### config.mk
export PLATFORM = sky130hd
export DESIGN_NAME = drive_command_frame_builder_core
export DESIGN_NICKNAME = d
export VERILOG_FILES = /design/src/rtl/dcfb_pkg.sv /design/src/rtl/dcfb_frame_seq.sv /design/src/rtl/drive_command_frame_builder_core.sv
export SDC_FILE = /design/constraint.sdc
export NUM_CORES = 1
export LEC_CHECK = 0
export ABC_AREA = 1
export BUFFER_PORTS_ARGS = -buffer_cell sky130_fd_sc_hd__buf_4
export CAP_MARGIN = 0
export CORE_MARGIN = 2
export CORE_UTILIZATION = 40
export CTS_BUF_LIST = sky130_fd_sc_hd__clkbuf_8
export DETAILED_ROUTE_END_ITERATION = 12
export HOLD_SLACK_MARGIN = 0.08
export PLACE_DENSITY = 0.6
export SYNTH_ARGS = -nofsm -noshare
export SYNTH_HDL_FRONTEND = slang
export SYNTH_SLANG_ARGS = --single-unit
### constraint.sdc
create_clock -name clk -period 4.39 [get_ports clk]
set_input_delay 0.6585 -clock clk [delete_from_list [all_inputs] [get_ports clk]]
set_output_delay 0.6585 -clock clk [all_outputs]
set_load 0.005 [all_outputs]
### src/rtl/dcfb_pkg.sv
// dcfb_pkg: shared types, codes and the CRC-16/MODBUS byte step for the
// drive command frame builder. No dependencies.
package dcfb_pkg;

	localparam logic [2:0] OP_SET_SPEED = 3'd0;
	localparam logic [2:0] OP_STOP      = 3'd1;
	localparam logic [2:0] OP_FORWARD   = 3'd2;
	localparam logic [2:0] OP_BACKWARD  = 3'd3;
	localparam logic [2:0] OP_RIGHT     = 3'd4;
	localparam logic [2:0] OP_LEFT      = 3'd5;

	localparam logic [7:0]  FRAME_SYNC    = 8'hFF;
	localparam logic [7:0]  FRAME_LENCODE = 8'h07;
	localparam logic [15:0] CRC_INIT      = 16'hFFFF;
	localparam logic [15:0] CRC_POLY      = 16'hA001;
	localparam logic [15:0] SPEED_RESET   = 16'd100;

	localparam logic [3:0] IDX_SYNC    = 4'd0;
	localparam logic [3:0] IDX_LENCODE = 4'd1;
	localparam logic [3:0] IDX_LEFT_LO = 4'd2;
	localparam logic [3:0] IDX_LEFT_HI = 4'd3;
	localparam logic [3:0] IDX_RIGHT_LO = 4'd4;
	localparam logic [3:0] IDX_RIGHT_HI = 4'd5;
	localparam logic [3:0] IDX_FLAGS   = 4'd6;
	localparam logic [3:0] IDX_CRC_LO  = 4'd7;
	localparam logic [3:0] IDX_CRC_HI  = 4'd8;

	typedef struct packed {
		logic [2:0]  operation;
		logic [15:0] speed_value;
	} cmd_t;

	typedef struct packed {
		logic [7:0] frame_byte;
		logic [3:0] byte_index;
		logic       last_byte;
	} frame_t;

	typedef struct packed {
		logic [15:0] left_speed;
		logic [15:0] right_speed;
		logic [7:0]  flags;
	} frame_info_t;

	function automatic logic [15:0] crc16_byte(input logic [15:0] crc_in,
		input logic [7:0] data);
		logic [15:0] c;
		c = crc_in ^ {8'h00, data};
		for (int b = 0; b < 8; b++) begin
			c = c[0] ? ((c >> 1) ^ CRC_POLY) : (c >> 1);
		end
		return c;
	endfunction

endpackage

### src/rtl/dcfb_frame_seq.sv
// dcfb_frame_seq: serializes one nine-byte frame into the output register,
// running the CRC one byte per cycle unless stalled. Depends on dcfb_pkg.
module dcfb_frame_seq (
	input  logic                 clk,
	input  logic                 arst_n,
	input  logic                 start,
	input  dcfb_pkg::frame_info_t start_info,
	output logic                 can_start,
	output dcfb_pkg::frame_t     frame,
	output logic                 frame_valid,
	input  logic                 frame_stall
);

	logic                  busy_q;
	logic [3:0]            idx_q;
	logic [15:0]           crc_q;
	dcfb_pkg::frame_info_t info_q;
	dcfb_pkg::frame_t      out_q;
	logic                  out_valid_q;
	logic                  load;
	logic [7:0]            cur_byte;

	assign load      = !out_valid_q || !frame_stall;
	assign can_start = !busy_q || (load && idx_q == dcfb_pkg::IDX_CRC_HI);

	always_comb begin
		case (idx_q)
			dcfb_pkg::IDX_SYNC:     cur_byte = dcfb_pkg::FRAME_SYNC;
			dcfb_pkg::IDX_LENCODE:  cur_byte = dcfb_pkg::FRAME_LENCODE;
			dcfb_pkg::IDX_LEFT_LO:  cur_byte = info_q.left_speed[7:0];
			dcfb_pkg::IDX_LEFT_HI:  cur_byte = info_q.left_speed[15:8];
			dcfb_pkg::IDX_RIGHT_LO: cur_byte = info_q.right_speed[7:0];
			dcfb_pkg::IDX_RIGHT_HI: cur_byte = info_q.right_speed[15:8];
			dcfb_pkg::IDX_FLAGS:    cur_byte = info_q.flags;
			dcfb_pkg::IDX_CRC_LO:   cur_byte = crc_q[7:0];
			dcfb_pkg::IDX_CRC_HI:   cur_byte = crc_q[15:8];
			default:                cur_byte = 8'h00;
		endcase
	end

	always_ff @(posedge clk or negedge arst_n) begin
		if (!arst_n) begin
			busy_q      <= 1'b0;
			idx_q       <= dcfb_pkg::IDX_SYNC;
			out_valid_q <= 1'b0;
		end else begin
			if (load) begin
				if (busy_q) begin
					out_q.frame_byte <= cur_byte;
					out_q.byte_index <= idx_q;
					out_q.last_byte  <= (idx_q == dcfb_pkg::IDX_CRC_HI);
					out_valid_q      <= 1'b1;
				end else begin
					out_valid_q <= 1'b0;
				end
			end
			if (start) begin
				busy_q <= 1'b1;
				idx_q  <= dcfb_pkg::IDX_SYNC;
				crc_q  <= dcfb_pkg::CRC_INIT;
				info_q <= start_info;
			end else if (busy_q && load) begin
				idx_q <= 4'(idx_q + 4'd1);
				if (idx_q >= dcfb_pkg::IDX_LENCODE && idx_q <= dcfb_pkg::IDX_FLAGS) begin
					crc_q <= dcfb_pkg::crc16_byte(crc_q, cur_byte);
				end
				if (idx_q == dcfb_pkg::IDX_CRC_HI) begin
					busy_q <= 1'b0;
				end
			end
		end
	end

	assign frame       = out_q;
	assign frame_valid = out_valid_q;

endmodule

### src/rtl/drive_command_frame_builder_core.sv
// drive_command_frame_builder_core: top level. Holds the drive state and
// decodes commands. Depends on dcfb_pkg and dcfb_frame_seq.
//
// Usage:
//   cmd channel   (cmd, cmd_valid, cmd_stall): one drive command per item.
//   frame channel (frame, frame_valid, frame_stall): one frame byte per item,
//   byte_index 0..8, last_byte set on the CRC high byte.
// A command is registered on entry, then decoded when the frame sequencer
// is free. Set speed and unused codes update state (or not) and produce
// nothing; they are consumed as soon as the sequencer can start. A motion
// command loads the sequencer state, then the first byte is registered in
// the output register; the nine bytes follow one per cycle unless stalled.
// Motion commands are limited by the single byte-wide output register:
// the next command is taken in the same cycle that the last byte is loaded
// into it. Set-speed commands go at one per cycle while the sequencer is idle.
// Reset: speed 100, wheels disabled, both directions ahead, no frame pending.
// A stall on the frame channel freezes the output byte and the sequencer;
// commands back up into the input register and then assert cmd_stall.
module drive_command_frame_builder_core (
	input  logic             clk,
	input  logic             arst_n,
	input  dcfb_pkg::cmd_t   cmd,
	input  logic             cmd_valid,
	output logic             cmd_stall,
	output dcfb_pkg::frame_t frame,
	output logic             frame_valid,
	input  logic             frame_stall
);

	dcfb_pkg::cmd_t        cmd_s1;
	logic                  vld_s1;
	logic [15:0]           speed_q;
	logic                  right_en_q, left_en_q, right_ahead_q, left_ahead_q;
	logic [15:0]           speed_d;
	logic                  right_en_d, left_en_d, right_ahead_d, left_ahead_d;
	logic                  motion;
	logic                  can_start;
	logic                  take;
	logic [15:0]           quarter;
	dcfb_pkg::frame_info_t info;

	assign take      = vld_s1 && can_start;
	assign cmd_stall = vld_s1 && !can_start;
	assign quarter   = {2'b00, speed_q[15:2]};

	always_comb begin
		speed_d       = speed_q;
		right_en_d    = right_en_q;
		left_en_d     = left_en_q;
		right_ahead_d = right_ahead_q;
		left_ahead_d  = left_ahead_q;
		motion        = 1'b0;
		info.left_speed  = speed_q;
		info.right_speed = speed_q;
		case (cmd_s1.operation)
			dcfb_pkg::OP_SET_SPEED: begin
				speed_d = cmd_s1.speed_value;
			end
			dcfb_pkg::OP_STOP: begin
				motion        = 1'b1;
				speed_d       = 16'd0;
				right_en_d    = 1'b0;
				left_en_d     = 1'b0;
				right_ahead_d = 1'b1;
				left_ahead_d  = 1'b1;
				info.left_speed  = 16'd0;
				info.right_speed = 16'd0;
			end
			dcfb_pkg::OP_FORWARD: begin
				motion        = 1'b1;
				right_en_d    = 1'b1;
				left_en_d     = 1'b1;
				right_ahead_d = 1'b1;
				left_ahead_d  = 1'b1;
			end
			dcfb_pkg::OP_BACKWARD: begin
				motion        = 1'b1;
				right_en_d    = 1'b1;
				left_en_d     = 1'b1;
				right_ahead_d = 1'b0;
				left_ahead_d  = 1'b0;
			end
			dcfb_pkg::OP_RIGHT: begin
				motion        = 1'b1;
				right_en_d    = 1'b1;
				left_en_d     = 1'b1;
				right_ahead_d = !left_ahead_q;
				info.right_speed = quarter;
			end
			dcfb_pkg::OP_LEFT: begin
				motion        = 1'b1;
				right_en_d    = 1'b1;
				left_en_d     = 1'b1;
				left_ahead_d  = !right_ahead_q;
				info.left_speed = quarter;
			end
			default: begin
				motion = 1'b0;
			end
		endcase
		info.flags = {left_en_d, left_ahead_d, right_en_d, right_ahead_d, 4'b0000};
	end

	always_ff @(posedge clk or negedge arst_n) begin
		if (!arst_n) begin
			vld_s1        <= 1'b0;
			speed_q       <= dcfb_pkg::SPEED_RESET;
			right_en_q    <= 1'b0;
			left_en_q     <= 1'b0;
			right_ahead_q <= 1'b1;
			left_ahead_q  <= 1'b1;
		end else begin
			if (!cmd_stall) begin
				vld_s1 <= cmd_valid;
				cmd_s1 <= cmd;
			end
			if (take) begin
				speed_q       <= speed_d;
				right_en_q    <= right_en_d;
				left_en_q     <= left_en_d;
				right_ahead_q <= right_ahead_d;
				left_ahead_q  <= left_ahead_d;
			end
		end
	end

	dcfb_frame_seq u_seq (
		.clk         (clk),
		.arst_n      (arst_n),
		.start       (take && motion),
		.start_info  (info),
		.can_start   (can_start),
		.frame       (frame),
		.frame_valid (frame_valid),
		.frame_stall (frame_stall)
	);

endmodule

# Yosys cells after proc, flatten, opt, wreduce, memory -nomap -nowiden
# Index checks and enable logic that the tools add are counted.
# W data, S select, Z words.
# word_totals
ff_bits	111
in_bits	23
output_inout_bits	15
wordCells	96
# classes
add_sub_neg	1
magnitude_cmp	2
n_eq_ne	13
mux	25
bitwise	10
reduce_logical	27
# ops
operator	n
$mux W16	10
$pmux W16 S2	3
$pmux W8 S9	1
$not A2 Y3	8
$eq A4 B3 Y1 const B	4
$xor A16 B8 Y16	1
$eq A4 B2 Y1 const B	2
$mux W4	2
$reduce_and A2 Y1	4
$eq A3 B2 Y1 const B	2
$eq A3 B3 Y1 const B	2
$logic_and A1 B1 Y1	6
$logic_not A1 Y1	6
$pmux W1 S3	2
$reduce_bool A2 Y1	3
$mux W1	5
$reduce_or A5 Y1	1
$add A4 B1 Y4 const B	1
$eq A4 B1 Y1 const B	1
$eq A4 B4 Y1 const B	1
$ge A4 B1 Y1 const B	1
$le A4 B3 Y1 const B	1
$logic_not A4 Y1	1
$pmux W1 S2	2
other kinds (7)	8

# Longest topological paths before layout
# Gate-level depths: netlist of the first run.
# logic_depth
depth_word	21
depth_mapped	19
mapped_depth_nobuf	18

# Hierarchy
# A second synthesis of the first run with hierarchy kept.
# hier_totals
cells_unflattened	556
hier_area_um2	5806.8
# modules_own_cells
module	instances	cells_each	area_each_um2	seq_area_each_um2
dcfb_frame_seq	1	377	4016.4	2222.1
drive_command_frame_builder_core	1	179	1790.5	1102.3

# Worst setup path before layout of the first run
# Ideal clock, no wire load.
# synth_path
path_kind	register to register
start	reg u_seq.idx_q[1]
end	reg u_seq.info_q[10] in the netlist's numbering (enable)
setup_time_ns	0.429
arrival_time_ns	3.401
required_time_ns	3.961
slack_ns	0.560
stages_incl_launch_ff	11
path_buffers	2
period_less_slack_ns	3.830
cell_sequence	dfrtp_1 -> inv_1 -> ha_1 -> buf_2 -> nand3_1 -> inv_1 -> a21oi_1 -> nor2_1 -> o21ai_1 -> buf_2 -> nor2_1
# synth_via
elab_chain_cells	6
# synth_rtl
item	line	text
from (decl)	dcfb_frame_seq.sv:15	logic [3:0] idx_q;
from (signal assigned)	dcfb_frame_seq.sv:44	idx_q <= dcfb_pkg::IDX_SYNC;
from (signal assigned)	dcfb_frame_seq.sv:59	idx_q <= dcfb_pkg::IDX_SYNC;
from (signal assigned)	dcfb_frame_seq.sv:63	idx_q <= 4'(idx_q + 4'd1);
$eq A4 B4 Y1	dcfb_frame_seq.sv:24	assign can_start = !busy_q || (load && idx_q == dcfb_pkg::IDX_CRC_HI);
$logic_and A1 B1 Y1	dcfb_frame_seq.sv:24	
$logic_or A1 B1 Y1	dcfb_frame_seq.sv:24	
$logic_and A1 B1 Y1	drive_command_frame_builder_core.sv:42	assign take = vld_s1 && can_start;
$logic_and A1 B1 Y1	drive_command_frame_builder_core.sv:130	.start (take && motion),
$reduce_and A2 Y1 (no line)	-	
to (signal assigned)	dcfb_frame_seq.sv:61	info_q <= start_info;
to (decl)	dcfb_frame_seq.sv:17	dcfb_pkg::frame_info_t info_q;
# Every way passes these cells.
# A chain may end at the register's enable or synchronous reset.

# Worst setup path after layout of the first run
# layout_path
start	reg u_seq.idx_q[1]
end	reg u_seq.info_q[33] in the netlist's numbering (enable)
# The elaborated chain is that of the path after synthesis.

==> results.rst, run 1 <==
.. list-table::
   :header-rows: 1

   * - Metric
     - Value
   * - Flops & latches, synth
     - 111
   * - Number of placed instances with taps included
     - 743
   * - TritonCTS buffer count
     - 9
   * - WL/cell
     - 14.58 um
   * - Reg2Reg Depth
     - 10
   * - Pwr Total
     - approximately 0.0048 W
   * - Vias per cell
     - 5.209
   * - Boundary Pins
     - 38
   * - Vias in the first global route
     - around 3800
   * - Number of pins exceeding their max-slew limit in the final report
     - 0
   * - Antenna-violating nets left
     - 0
   * - Maximum root-to-sink buffer count
     - 2
   * - Worst hold margin
     - approximately 0.28 ns
   * - Number of diodes
     - 0
   * - Top library cells by usage in the layout, fill and taps aside
     - 90 x sky130_fd_sc_hd__nand2_1, 84 x sky130_fd_sc_hd__edfxtp_1, 60 x sky130_fd_sc_hd__nand3_1, 56 x sky130_fd_sc_hd__inv_1, 43 x sky130_fd_sc_hd__buf_4
   * - Non-filler cells, final
     - 759
   * - Ratio of total power to cell area
     - just under 800 nW/um^2
   * - Post-Synthesis Net Count
     - 570
   * - Largest net degree at the start of global routing
     - 46
   * - Worst r2r dst
     - u_seq.info_q[33]
   * - Global Route Usage Sum
     - 16.05%
   * - Leading cell type in the layout, fill and taps excluded
     - sky130_fd_sc_hd__nand2_1
   * - Row cnt
     - 43
   * - Unrepaired setup endpoints after global routing
     - false
   * - Clk pin slew, worst setup/hold paths
     - 0.11 ns
   * - Area growth from synthesis to layout
     - 11.56%
   * - Initial cell density of the core
     - 40.38%
   * - Register-to-Register Setup Slack
     - 1.18 ns
   * - Routed WL
     - 11070 um
   * - Worst endpoint data arrival time
     - 3.25 ns
   * - H-tree depth reported by CTS
     - 3
   * - Worst Setup End Kind
     - register
   * - Crit path required time
     - 4.42 ns
   * - Number of nets in the layout
     - 603
   * - Cell-internal power
     - 0.002706 W
   * - Worst clock skew on the final layout
     - roughly 0.010 ns
   * - Detailed-router iteration count before antenna repair
     - 5
   * - Switching Power
     - 0.002139 W
   * - Clock root buffer master
     - sky130_fd_sc_hd__clkbuf_8
   * - Post-route setup TNS
     - 0 ns
   * - LEAKAGE
     - 2.569 nW
   * - Status
     - completed
   * - Cell Area, Synth
     - 5540 um^2
   * - Total via count after detailed routing
     - 3954
   * - Horiz. Die Dim
     - 121.7 um
   * - Switching fraction of total power
     - 44.15%
   * - Number of hold-slack violations in the final timing report
     - 0
   * - Transition at the pin with the smallest max-transition slack
     - slightly below 0.8 ns
   * - Number of instances in the synthesized netlist
     - between 500 and 600
   * - Fmax
     - 311.2 MHz
   * - Share of post-route cells with drive strength above 1
     - 22.45%
   * - Fraction of power consumed by combinational cells
     - 48.9%
   * - Crit path kind
     - reg -> reg
   * - Global route total overflow
     - 0
   * - CTS tree
     - built
   * - Sequential area share after synthesis
     - about 58%
   * - Max transition margin
     - between 40% and 50%
   * - Number of buffers added on ports
     - 37
   * - Initial antenna violation count
     - 0
   * - Hold-fix buffers, CTS
     - 0
   * - Sequential cell fraction of total power
     - a little under two fifths
   * - Count of instances resized after the clock tree is built
     - 0
   * - Die Span Y
     - 121.7 um
   * - Fraction of the cycle the final worst path needs
     - between 70% and 80%
   * - Time the worst path needs with I/O delays and setup
     - 3.214 ns
   * - Number of distinct library cells after synthesis
     - 37
   * - CTS sink count
     - 111
   * - Estimated wirelength of the detail-placed design
     - 8087 um
   * - Die area
     - 14810 um^2
   * - Clk pwr share
     - between 10% and 20%
   * - Count of endpoints failing setup in the final report
     - 0
   * - Number of DRC markers after the initial detailed-route iteration
     - 311
   * - Worst min-delay path class
     - in -> async
   * - Setup Fix Bufs, Post-CTS
     - 0
   * - CORE AREA
     - 13720 um^2
   * - Worst-path fanout max
     - 36
   * - Crit start category
     - register
   * - Launch instance of the worst register-to-register path
     - u_seq.idx_q[1]
   * - Clk_lat worst skew
     - 0.37 ns
   * - Max-cap viol count
     - 0
   * - Global placement routability congestion
     - 0.8771
   * - Worst IR Drop VDD
     - around 0.00026 V
   * - Number of synthesis warnings
     - 0
   * - Residual DRC
     - 0
   * - Wire length of the first global-routing pass
     - 18610 um
   * - Mean area per synthesized cell
     - between 10 and 15 um^2
[cell families (layout without fill, tap and decap cells)]
logic type | after synthesis | count (layout) | synth area share [%]
XOR/XNOR | 2 | 2 | 0.4518
buffers and inverters | 82 | 120 | 6.481
adder cells (fa/ha/maj) | 6 | 6 | 1.355
flip-flops | 111 | 111 | 57.84
AND/OR/NAND/NOR | 258 | 258 | 24.89
AO/OA/AOI/OAI | 82 | 82 | 8.988
[power by group through the flow]
stage | Sequential, W | Clock (W) | Combinational (W)
3_3_place_gp | 0.00185 | 0 | 0.00230
2_1_floorplan | 0.00176 | 0 | 0.00190
3_5_place_dp | 0.00185 | 0 | 0.00236
4_1_cts | 0.00183 | 0.000660 | 0.00237
5_1_grt | 0.00187 | 0.000696 | 0.00269
6_report | 0.00183 | 0.000644 | 0.00237
[cell usage after synthesis]
master | count | area (um^2)
sky130_fd_sc_hd__nand2_1 | 90 | 337.8
sky130_fd_sc_hd__edfxtp_1 | 84 | 2522
sky130_fd_sc_hd__nand3_1 | 60 | 300.3
sky130_fd_sc_hd__inv_1 | 56 | 210.2
sky130_fd_sc_hd__o21ai_0 | 31 | 155.2
sky130_fd_sc_hd__o22ai_1 | 28 | 175.2
sky130_fd_sc_hd__nand2_2 | 27 | 168.9
sky130_fd_sc_hd__nor2_1 | 25 | 93.84
sky130_fd_sc_hd__dfrtp_1 | 22 | 550.5
sky130_fd_sc_hd__nand4_1 | 18 | 112.6
sky130_fd_sc_hd__buf_2 | 9 | 45.04
sky130_fd_sc_hd__nor2_4 | 9 | 101.4
sky130_fd_sc_hd__o211ai_1 | 9 | 67.56
sky130_fd_sc_hd__nand3_2 | 8 | 80.08
sky130_fd_sc_hd__clkbuf_1 | 6 | 22.52
sky130_fd_sc_hd__ha_1 | 6 | 75.07
sky130_fd_sc_hd__nor2_2 | 6 | 37.54
sky130_fd_sc_hd__a21oi_1 | 5 | 25.02
sky130_fd_sc_hd__dfstp_2 | 5 | 131.4
sky130_fd_sc_hd__o221ai_1 | 5 | 43.79
sky130_fd_sc_hd__buf_6 | 4 | 45.04
sky130_fd_sc_hd__nand2_4 | 4 | 45.04
sky130_fd_sc_hd__clkinv_1 | 3 | 11.26
sky130_fd_sc_hd__nand4_2 | 3 | 37.54
sky130_fd_sc_hd__nor3_1 | 3 | 15.01
sky130_fd_sc_hd__buf_4 | 2 | 15.01
sky130_fd_sc_hd__nand3b_1 | 2 | 15.01
sky130_fd_sc_hd__o21ai_1 | 2 | 10.01
sky130_fd_sc_hd__inv_2 | 1 | 3.750
sky130_fd_sc_hd__inv_4 | 1 | 6.260
sky130_fd_sc_hd__nor2_8 | 1 | 20.02
sky130_fd_sc_hd__nor3b_1 | 1 | 7.510
sky130_fd_sc_hd__o211ai_2 | 1 | 12.51
sky130_fd_sc_hd__o21ai_2 | 1 | 8.760
sky130_fd_sc_hd__or2_2 | 1 | 6.260
sky130_fd_sc_hd__xor2_1 | 1 | 8.760
sky130_fd_sc_hd__xor2_2 | 1 | 16.27
[layout make-up]
| class | instances | area [um^2] |
|---|---|---|
| clock inverter | 7 | 88.84 |
| sequential | 111 | 3204 |
| tap | 180 | 225.2 |
| timing repair buffer | 43 | 322.8 |
| fill | 1298 | 7538 |
| multi-input combinational | 348 | 1984 |
| clock buffer | 9 | 123.9 |
| inverter | 61 | 231.5 |
[worst max-delay path: stages, from the launching register on]
cell	delay, ns
sky130_fd_sc_hd__dfrtp_1	0.46
sky130_fd_sc_hd__inv_1	0.17
sky130_fd_sc_hd__ha_1	0.55
sky130_fd_sc_hd__nand3_1	0.13
sky130_fd_sc_hd__inv_1	0.14
sky130_fd_sc_hd__a21oi_1	0.13
sky130_fd_sc_hd__nor2_1	0.39
sky130_fd_sc_hd__o21ai_1	0.15
sky130_fd_sc_hd__buf_4	0.25
sky130_fd_sc_hd__nor2_2	0.10
sky130_fd_sc_hd__buf_4	0.38
[registers in the layout, indices dropped and copies added (netlist names)]
name	count
cmd_s1	19
left_ahead_q	1
left_en_q	1
right_ahead_q	1
right_en_q	1
speed_q	16
u_seq.busy_q	1
u_seq.crc_q	16
u_seq.frame	13
u_seq.frame_valid	1
u_seq.idx_q	4
u_seq.info_q	36
vld_s1	1
[routing by layer]
layer / global-route usage [%] / vias up / wire length (um)
li1: - / 1954 / -
met1: 21.80 / 1870 / 5199
met2: 25.74 / 115 / 5147
met3: 3.230 / 15 / 496
met4: 5.675 / 0 / 223
met5: 0 / - / 0
[per-stage QoR]
stage / setup slack [ns] / instance area (um^2) / util (%)
after floorplan: 0.5599 / 5540 / -
after global placement: 1.399 / 5968 / 43.50
after detailed placement: 1.224 / 5968 / 43.50
after CTS: 1.195 / 6181 / 45.05
after global routing: 0.8767 / 6181 / 45.05
final: 1.176 / 6181 / 45.05
[worst max-delay path by stage]
stage	start	endpoint	depth (start not counted)
2_1_floorplan	u_seq.idx_q[1]	u_seq.info_q[10]	10
3_3_place_gp	u_seq.idx_q[1]	u_seq.info_q[9]	10
3_5_place_dp	u_seq.idx_q[1]	u_seq.info_q[29]	10
4_1_cts	u_seq.idx_q[1]	u_seq.info_q[17]	10
5_1_grt	u_seq.idx_q[1]	u_seq.info_q[9]	10
6_report	u_seq.idx_q[1]	u_seq.info_q[33]	10
(Power assumes the default switching activity.)
==> inputs of run 2 (changes only) <==
Settings changed: ABC_AREA 1 to 0, PLACE_DENSITY 0.6 to 0.62.
Clock period 4.39 ns to 2.6 ns, I/O delays scaled along.
==> run 2 against run 1 <==
The flow now finishes with violations (negative setup slack). Register-to-register slack got worse by 1.5 ns. Synthesized area is 6.2% lower. Hold slack lost 0.16 ns. Clock skew grew 0.0014 ns. Critical endpoint is now u_seq.crc_q[0]. Largest cell class unchanged. Largest power group unchanged.
==> results.rst, run 2 <==
.. list-table::
   :header-rows: 1

   * - Metric
     - Value
   * - Status
     - complete, but fails checks
   * - Failing checks
     - negative setup slack
   * - Worst clock skew on the final layout
     - 0.01164 ns
   * - Flops & latches, synth
     - ~110
   * - Crit start category
     - register
   * - Delay of the slowest cell on the worst path
     - ~0.50 ns
   * - Crit path kind
     - reg -> reg
   * - CORE AREA
     - 12670 um^2
   * - Wire length of the first global-routing pass
     - 17820 um
   * - Max reg flops
     - 36
   * - Fill count
     - ~1100
   * - Most area-hungry cell type in the Yosys netlist
     - sky130_fd_sc_hd__edfxtp_1
   * - Number of synthesis warnings
     - 0
   * - Worst endpoint data arrival time
     - 3.06 ns
   * - Cells along the critical path
     - inv_4, ha_4, buf_4, and2b_2, a22oi_2, o211ai_1, xor2_2, xnor2_2, xnor3_2, xnor2_2, a21oi_2
   * - Worst IR Drop VDD
     - 0.0007968 V
   * - Unrepaired setup endpoints after global routing
     - true
   * - Ys flop type
     - sky130_fd_sc_hd__edfxtp_1
   * - Global placement routability congestion
     - roughly 0.9
   * - Clk_lat worst skew
     - 0.38 ns
   * - Worst min-delay path class
     - in -> async
   * - Final Worst Setup Slack
     - -0.3211 ns
   * - Top cells by count, synth
     - 99 x sky130_fd_sc_hd__nand2_1, 84 x sky130_fd_sc_hd__edfxtp_1, 37 x sky130_fd_sc_hd__o21ai_0
   * - TritonCTS buffer count
     - 9
   * - Simple-gate share of the synthesized area
     - 13.97%
   * - Largest net degree at the start of global routing
     - 33
   * - Crit path required time
     - 2.73 ns
   * - Residual DRC
     - 0
   * - Post-DP Area
     - 6023 um^2
   * - Horiz. Die Dim
     - 118.0 um
   * - LEAKAGE
     - 2.554 nW
   * - Main combinational cell family by area after synthesis
     - simple AND/OR/NAND/NOR gates
   * - Share of post-route cells with drive strength above 1
     - 30.57%
   * - Global route total overflow
     - 0
   * - Critical Path Slowest Stage Cell
     - sky130_fd_sc_hd__xnor3_2
   * - Area fraction of the dominant cell type after synthesis
     - 48.54%
   * - Fmax
     - 342.3 MHz
   * - Reg2Reg Depth
     - 11
   * - Cell Area, Synth
     - between 5000 and 6000 um^2
   * - Initial antenna violation count
     - 0
   * - Max-cap viol count
     - 0
   * - Worst-path fanout max
     - 8
   * - Vias in the first global route
     - 3505
   * - Mean area per synthesized cell
     - 11.76 um^2
   * - Number of distinct library cells after synthesis
     - 57
   * - Top library cells by usage in the layout, fill and taps aside
     - 98 x sky130_fd_sc_hd__nand2_1, 94 x sky130_fd_sc_hd__buf_4, 84 x sky130_fd_sc_hd__edfxtp_1, 37 x sky130_fd_sc_hd__o21ai_0, 21 x sky130_fd_sc_hd__a22o_1
   * - Number of pins exceeding their max-slew limit in the final report
     - 0
   * - Number of flops mapped to enable cells by yosys
     - 84
   * - Routed WL
     - 10780 um
   * - Synth top area cells
     - sky130_fd_sc_hd__edfxtp_1 49%, sky130_fd_sc_hd__dfrtp_1 11%, sky130_fd_sc_hd__nand2_1 7.2%
   * - Vias per cell
     - 5.000
   * - Post-route setup TNS
     - -0.9545 ns
   * - Estimated wirelength of the detail-placed design
     - 8019 um
   * - CTS sink count
     - 111
   * - Number of hold-slack violations in the final timing report
     - 0
   * - Biggest register
     - u_seq.info_q
   * - Worst slack at placement
     - -0.3037 ns
   * - WL/cell
     - 15.36 um
   * - Worst Setup End Kind
     - register
   * - Area share of fa/ha/maj cells after synthesis
     - approximately 1.4%
   * - Number of buffers added on ports
     - 37
   * - Clk pin slew, worst setup/hold paths
     - 0.10 ns
   * - Number of DRC markers after the initial detailed-route iteration
     - 210
   * - Antenna-violating nets left
     - 0
   * - Most frequent cell after synthesis
     - sky130_fd_sc_hd__nand2_1
   * - Sequential area share after synthesis
     - 61.67%
   * - Max transition margin
     - 29.44%
   * - Mux share of post-synthesis cell area
     - 1.661%
   * - Global Route Usage Sum
     - 16.13%
   * - Maximum root-to-sink buffer count
     - 2
   * - Total via count after detailed routing
     - between 3000 and 4000
   * - Post-Synthesis Net Count
     - 471
   * - Time the worst path needs with I/O delays and setup
     - slightly below 3 ns
   * - Ratio of total power to cell area
     - 1540 nW/um^2
   * - Clock root buffer master
     - sky130_fd_sc_hd__clkbuf_8
   * - Worst r2r dst
     - u_seq.crc_q[0]
   * - Fraction of the mapped netlist area in compound gates
     - between 10% and 20%
   * - CTS tree
     - built
   * - Initial cell density of the core
     - 41.01%
   * - Number of nets in the layout
     - 554
   * - Worst hold margin
     - roughly 0.12 ns
   * - Fraction of the cycle the final worst path needs
     - 112.3%
   * - Launch instance of the worst register-to-register path
     - u_seq.idx_q[0]
   * - Largest registers ranked by flip-flop count
     - u_seq.info_q x36, cmd_s1 x19
   * - Transition at the pin with the smallest max-transition slack
     - between 1 and 1.5 ns
   * - Number of diodes
     - 0
   * - H-tree depth reported by CTS
     - 3
   * - Ys async rst share
     - roughly 24%
   * - Leading cell type in the layout, fill and taps excluded
     - sky130_fd_sc_hd__nand2_1
   * - Post-Synth XOR/XNOR Area
     - around 4.7%
   * - Boundary Pins
     - 38
   * - Most common cell type on the critical path
     - sky130_fd_sc_hd__xnor2_2
   * - Die Span Y
     - between 100 and 150 um
   * - Total non-filler cell area in the finished layout
     - 6437 um^2
   * - Core Util, Final
     - 50.80%
   * - Register-to-Register Setup Slack
     - -0.32 ns
   * - Area growth from synthesis to layout
     - 23.89%
   * - Row cnt
     - 41
   * - Detailed-router iteration count before antenna repair
     - 4
   * - Die area
     - 13920 um^2
   * - Number of instances in the synthesized netlist
     - 442
   * - Count of endpoints failing setup in the final report
     - 3
-- run 2: cell count changes after synthesis, moves of 11 or more --
cell and delta:
sky130_fd_sc_hd__nand4_1 -17, sky130_fd_sc_hd__nand2_2 -27, sky130_fd_sc_hd__clkbuf_1 +11, sky130_fd_sc_hd__inv_1 -46, sky130_fd_sc_hd__o22ai_1 -26, sky130_fd_sc_hd__xnor2_1 +12, sky130_fd_sc_hd__nand3_1 -44, sky130_fd_sc_hd__nor2_1 -17
sky130_fd_sc_hd__a22o_1 +21
-- run 2: routing by layer --
| layer | global-route usage (%) | part of all wire [%] | up-vias | wire length, um |
|---|---|---|---|---|
| li1 | - | - | 1747 | - |
| met1 | 21.18 | 46 | 1667 | 4977 |
| met2 | 25.76 | 48 | 79 | 5147 |
| met3 | 3.585 | 3.6 | 17 | 391 |
| met4 | 6.928 | 2.4 | 0 | 264 |
| met5 | 0 | 0 | - | 0 |
-- run 2: critical path, delay by kind of cell, from the launching register on --
kind	cells	cell delay, ns
XOR/XNOR	4	1.09
buffers and inverters	2	0.27
flip-flops	1	0.47
AO/OA/AOI/OAI	3	0.51
adder cells (fa/ha/maj)	1	0.17
AND/OR/NAND/NOR	1	0.16
-- run 2: area by class of cell --
type / instances / area, um^2 / share of cell area [%]
Clock buffer: 9 / 123.9 / 1.924
Clock inverter: 7 / 58.81 / 0.9135
Inverter: 10 / 42.54 / 0.6608
Multi-Input combinational cell: 294 / 2019 / 31.37
Sequential cell: 111 / 3207 / 49.82
Tap cell: 172 / 215.2 / 3.343
Timing Repair Buffer: 99 / 770.7 / 11.97
-- run 2: power breakdown --
group | internal, W | switching [W] | total, W
Clock | 0.000360 | 0.000605 | 0.000966
Sequential | 0.00277 | 0.000492 | 0.00326
Combinational | 0.00311 | 0.00258 | 0.00569
Total | 0.00624 | 0.00368 | 0.00991
-- run 2: how the worst max path moves through the flow --
stage,from,to,slack [ns],depth (start not counted)
2_1_floorplan,u_seq.idx_q[0],u_seq.crc_q[0],-0.26,10
3_3_place_gp,u_seq.idx_q[1],u_seq.crc_q[15],-0.22,9
3_5_place_dp,u_seq.idx_q[0],u_seq.crc_q[0],-0.30,9
4_1_cts,u_seq.idx_q[0],u_seq.crc_q[0],-0.28,10
5_1_grt,u_seq.idx_q[1],u_seq.crc_q[14],-0.45,11
6_report,u_seq.idx_q[0],u_seq.crc_q[0],-0.32,11
-- run 2: kinds of logic (layout without fill, tap and decap cells) --
kind of cell    Yosys count  after routing
simple gates            160            160
flops                   111            111
compound gates           97             97
buf+inv                  37            125
xor+xnor                 23             23
mux                       8              8
fa+ha+maj                 6              6
-- run 2: what timing repair did --
item,CTS,global route
hold buffers,0,0
gates resized for setup,4,23
pin swaps,4,24
buffers inserted,4,9
endpoints found under the setup margin,3,40
-- run 2: metrics by stage --
step	cells	power [W]
after global routing	702	0.01059
final	702	0.009914
after detailed placement	676	0.008287
after CTS	696	0.009369
after global placement	676	0.008161
after floorplan	442	0.006530
==> inputs of run 3 (changes only) <==
Settings changed: PLACE_DENSITY 0.62 to default.
==> run 3 against run 2 <==
The run still ends with negative setup slack left. Utilization is 0.39 points higher. Hold slack gained 0.0056 ns. Register-to-register slack about the same. Clock-buffer cell count stayed put. Final cell count rose by 1.6%. Combinational power down 0.9%. Sequential power barely moved. Flip-flop and latch count is the same. Design area increased by 0.78%.
==> results.rst, run 3 (synthesis results as in run 2) <==
.. list-table::
   :header-rows: 1

   * - Metric
     - Value
   * - Die Span Y
     - about 120 um
   * - Fraction of the cycle the final worst path needs
     - 111.8%
   * - CTS sink count
     - between 100 and 150
   * - Number of pins exceeding their max-slew limit in the final report
     - 0
   * - Area growth from synthesis to layout
     - 24.85%
   * - Clock root buffer master
     - sky130_fd_sc_hd__clkbuf_8
   * - H-tree depth reported by CTS
     - 3
   * - CTS tree
     - built
   * - Fraction of power consumed by combinational cells
     - between 50% and 60%
   * - Total via count after detailed routing
     - 3598
   * - Global placement routability congestion
     - 0.8566
   * - Worst IR Drop VDD
     - around 0.00084 V
   * - Crit path required time
     - 2.73 ns
   * - Largest net degree at the start of global routing
     - 33
   * - Ratio of total power to cell area
     - 1522 nW/um^2
   * - Worst clock skew on the final layout
     - 0.01038 ns
   * - Hold-fix buffers, CTS
     - 0
   * - Leading cell type in the layout, fill and taps excluded
     - sky130_fd_sc_hd__buf_4
   * - Detailed-router iteration count before antenna repair
     - 4
   * - Number of diodes
     - 0
   * - Global Route Usage Sum
     - around 17%
   * - CORE AREA
     - 12670 um^2
   * - Final Worst Setup Slack
     - -0.3062 ns
   * - Worst Setup End Kind
     - register
   * - Max reg flops
     - 36
   * - Number of DRC markers after the initial detailed-route iteration
     - approximately 250
   * - Time the worst path needs with I/O delays and setup
     - between 2 and 3 ns
   * - Clk pin slew, worst setup/hold paths
     - 0.11 ns
   * - Delay of the slowest cell on the worst path
     - 0.45 ns
   * - Maximum root-to-sink buffer count
     - 2
   * - Estimated wirelength of the detail-placed design
     - slightly above 8000 um
   * - Horiz. Die Dim
     - 118.0 um
   * - Residual DRC
     - 0
   * - WL/cell
     - 15.54 um
   * - Boundary Pins
     - 38
   * - Worst Path Buf+Inv
     - 1
   * - Number of buffers added on ports
     - 37
   * - Critical Path Slowest Stage Cell
     - sky130_fd_sc_hd__dfrtp_2
   * - LEAKAGE
     - between 2 and 3 nW
   * - Initial antenna violation count
     - 0
   * - Status
     - complete, but fails checks
   * - Number of hold-slack violations in the final timing report
     - 0
   * - Die area
     - 13920 um^2
   * - Worst-path fanout max
     - 5
   * - Fill count
     - 1147
   * - Cells along the critical path
     - inv_2, ha_4, and3b_2, a221oi_4, mux2i_2, xor3_1, xnor3_2, xnor2_1, o21ai_1
   * - Unrepaired setup endpoints after global routing
     - true
   * - TritonCTS buffer count
     - 9
   * - Max transition margin
     - 30.68%
   * - Worst endpoint data arrival time
     - 3.04 ns
   * - Routed WL
     - 11080 um
   * - Cell-internal power
     - 0.006260 W
   * - Count of endpoints failing setup in the final report
     - 3
   * - Largest registers ranked by flip-flop count
     - u_seq.info_q x36, cmd_s1 x19
   * - Vias in the first global route
     - 3687
   * - Core Util, Final
     - 51.20%
   * - Worst min-delay path class
     - in -> async
   * - Sequential cell fraction of total power
     - 32.7%
   * - Failing checks
     - negative setup slack
   * - Fmax
     - 344.1 MHz
   * - Crit path kind
     - reg -> reg
   * - Clk_lat worst skew
     - 0.38 ns
   * - Wire length of the first global-routing pass
     - ~19000 um
   * - Initial cell density of the core
     - 41.01%
   * - Pwr Total
     - 0.009873 W
   * - Share of post-route cells with drive strength above 1
     - 31.05%
   * - Max-cap viol count
     - 0
   * - Transition at the pin with the smallest max-transition slack
     - a little over 1 ns
   * - Clk pwr share
     - 10.1%
   * - Global route total overflow
     - 0
   * - Cell type group with the largest total delay on the critical path
     - XOR/XNOR gates
   * - Row cnt
     - 41
   * - Switching fraction of total power
     - 36.60%
   * - Top library cells by usage in the layout, fill and taps aside
     - 105 x sky130_fd_sc_hd__buf_4, 99 x sky130_fd_sc_hd__nand2_1, 84 x sky130_fd_sc_hd__edfxtp_1, 35 x sky130_fd_sc_hd__o21ai_0, 21 x sky130_fd_sc_hd__a22o_1
   * - Vias per cell
     - just over 5
   * - Number of nets in the layout
     - ~570
   * - Biggest register
     - u_seq.info_q
   * - Crit start category
     - register
   * - Antenna-violating nets left
     - 0
   * - Switching Power
     - between 0.003 and 0.004 W
## run 3: routing by layer
metal	global-route usage (%)	vias to the layer above	routed length, um	part of all wire (%)
li1	-	1778	-	-
met1	21.85	1710	5003	45
met2	29.07	89	5381	49
met3	3.779	21	453	4.1
met4	5.949	0	241	2.2
met5	0	-	0	0
## run 3: worst paths after layout
check                          startpoint                 to  slack, ns  cells past startpoint
min                                arst_n  u_seq.frame_valid       0.12                      2
min in group clk                   cmd[8]          cmd_s1[8]       0.18                      1
max                        u_seq.idx_q[1]    u_seq.crc_q[15]      -0.31                      9
max in group asynchronous          arst_n         speed_q[2]       2.14                      2
min reg2reg                     cmd_s1[6]         speed_q[6]       0.49                      2
max reg2reg                u_seq.idx_q[1]    u_seq.crc_q[15]      -0.31                      9
## run 3: cell type report
class | count | area (um^2) | area share, %
Timing Repair Buffer | 110 | 862.1 | 13.29
Multi-Input combinational cell | 294 | 1976 | 30.45
Clock inverter | 7 | 63.81 | 0.9836
Inverter | 10 | 40.04 | 0.6172
Clock buffer | 9 | 123.9 | 1.909
Tap cell | 172 | 215.2 | 3.317
Sequential cell | 111 | 3207 | 49.43
## run 3: what timing repair did
| item | in CTS | in global routing |
|---|---|---|
| buffers inserted | 21 | 5 |
| resized for setup | 13 | 8 |
| pin swaps | 11 | 15 |
| setup endpoints to repair | 3 | 9 |
## run 3: power by group through the flow
stage,Clock [W],Sequential [W],Combinational (W)
after global routing,0.00110,0.00331,0.00621
final,0.000997,0.00323,0.00564
after floorplan,0,0.00310,0.00343
after CTS,0.00103,0.00322,0.00562
after detailed placement,0,0.00325,0.00500
after global placement,0,0.00324,0.00492
## run 3: stage by stage
stage / setup WS (ns) / cell area (um^2) / setup TNS, ns / std cells / hold slack (ns)
global route: -0.4281 / 6487 / -1.351 / 713 / 0.1080
floorplan: -0.2603 / 5278 / -0.7280 / 442 / 0.09441
detailed placement: -0.2844 / 6058 / -0.8490 / 679 / 0.4802
CTS: -0.2820 / 6451 / -1.114 / 716 / 0.1053
global placement: -0.2322 / 6058 / -0.6657 / 679 / 0.4697
finish: -0.3062 / 6487 / -0.8880 / 713 / 0.1230
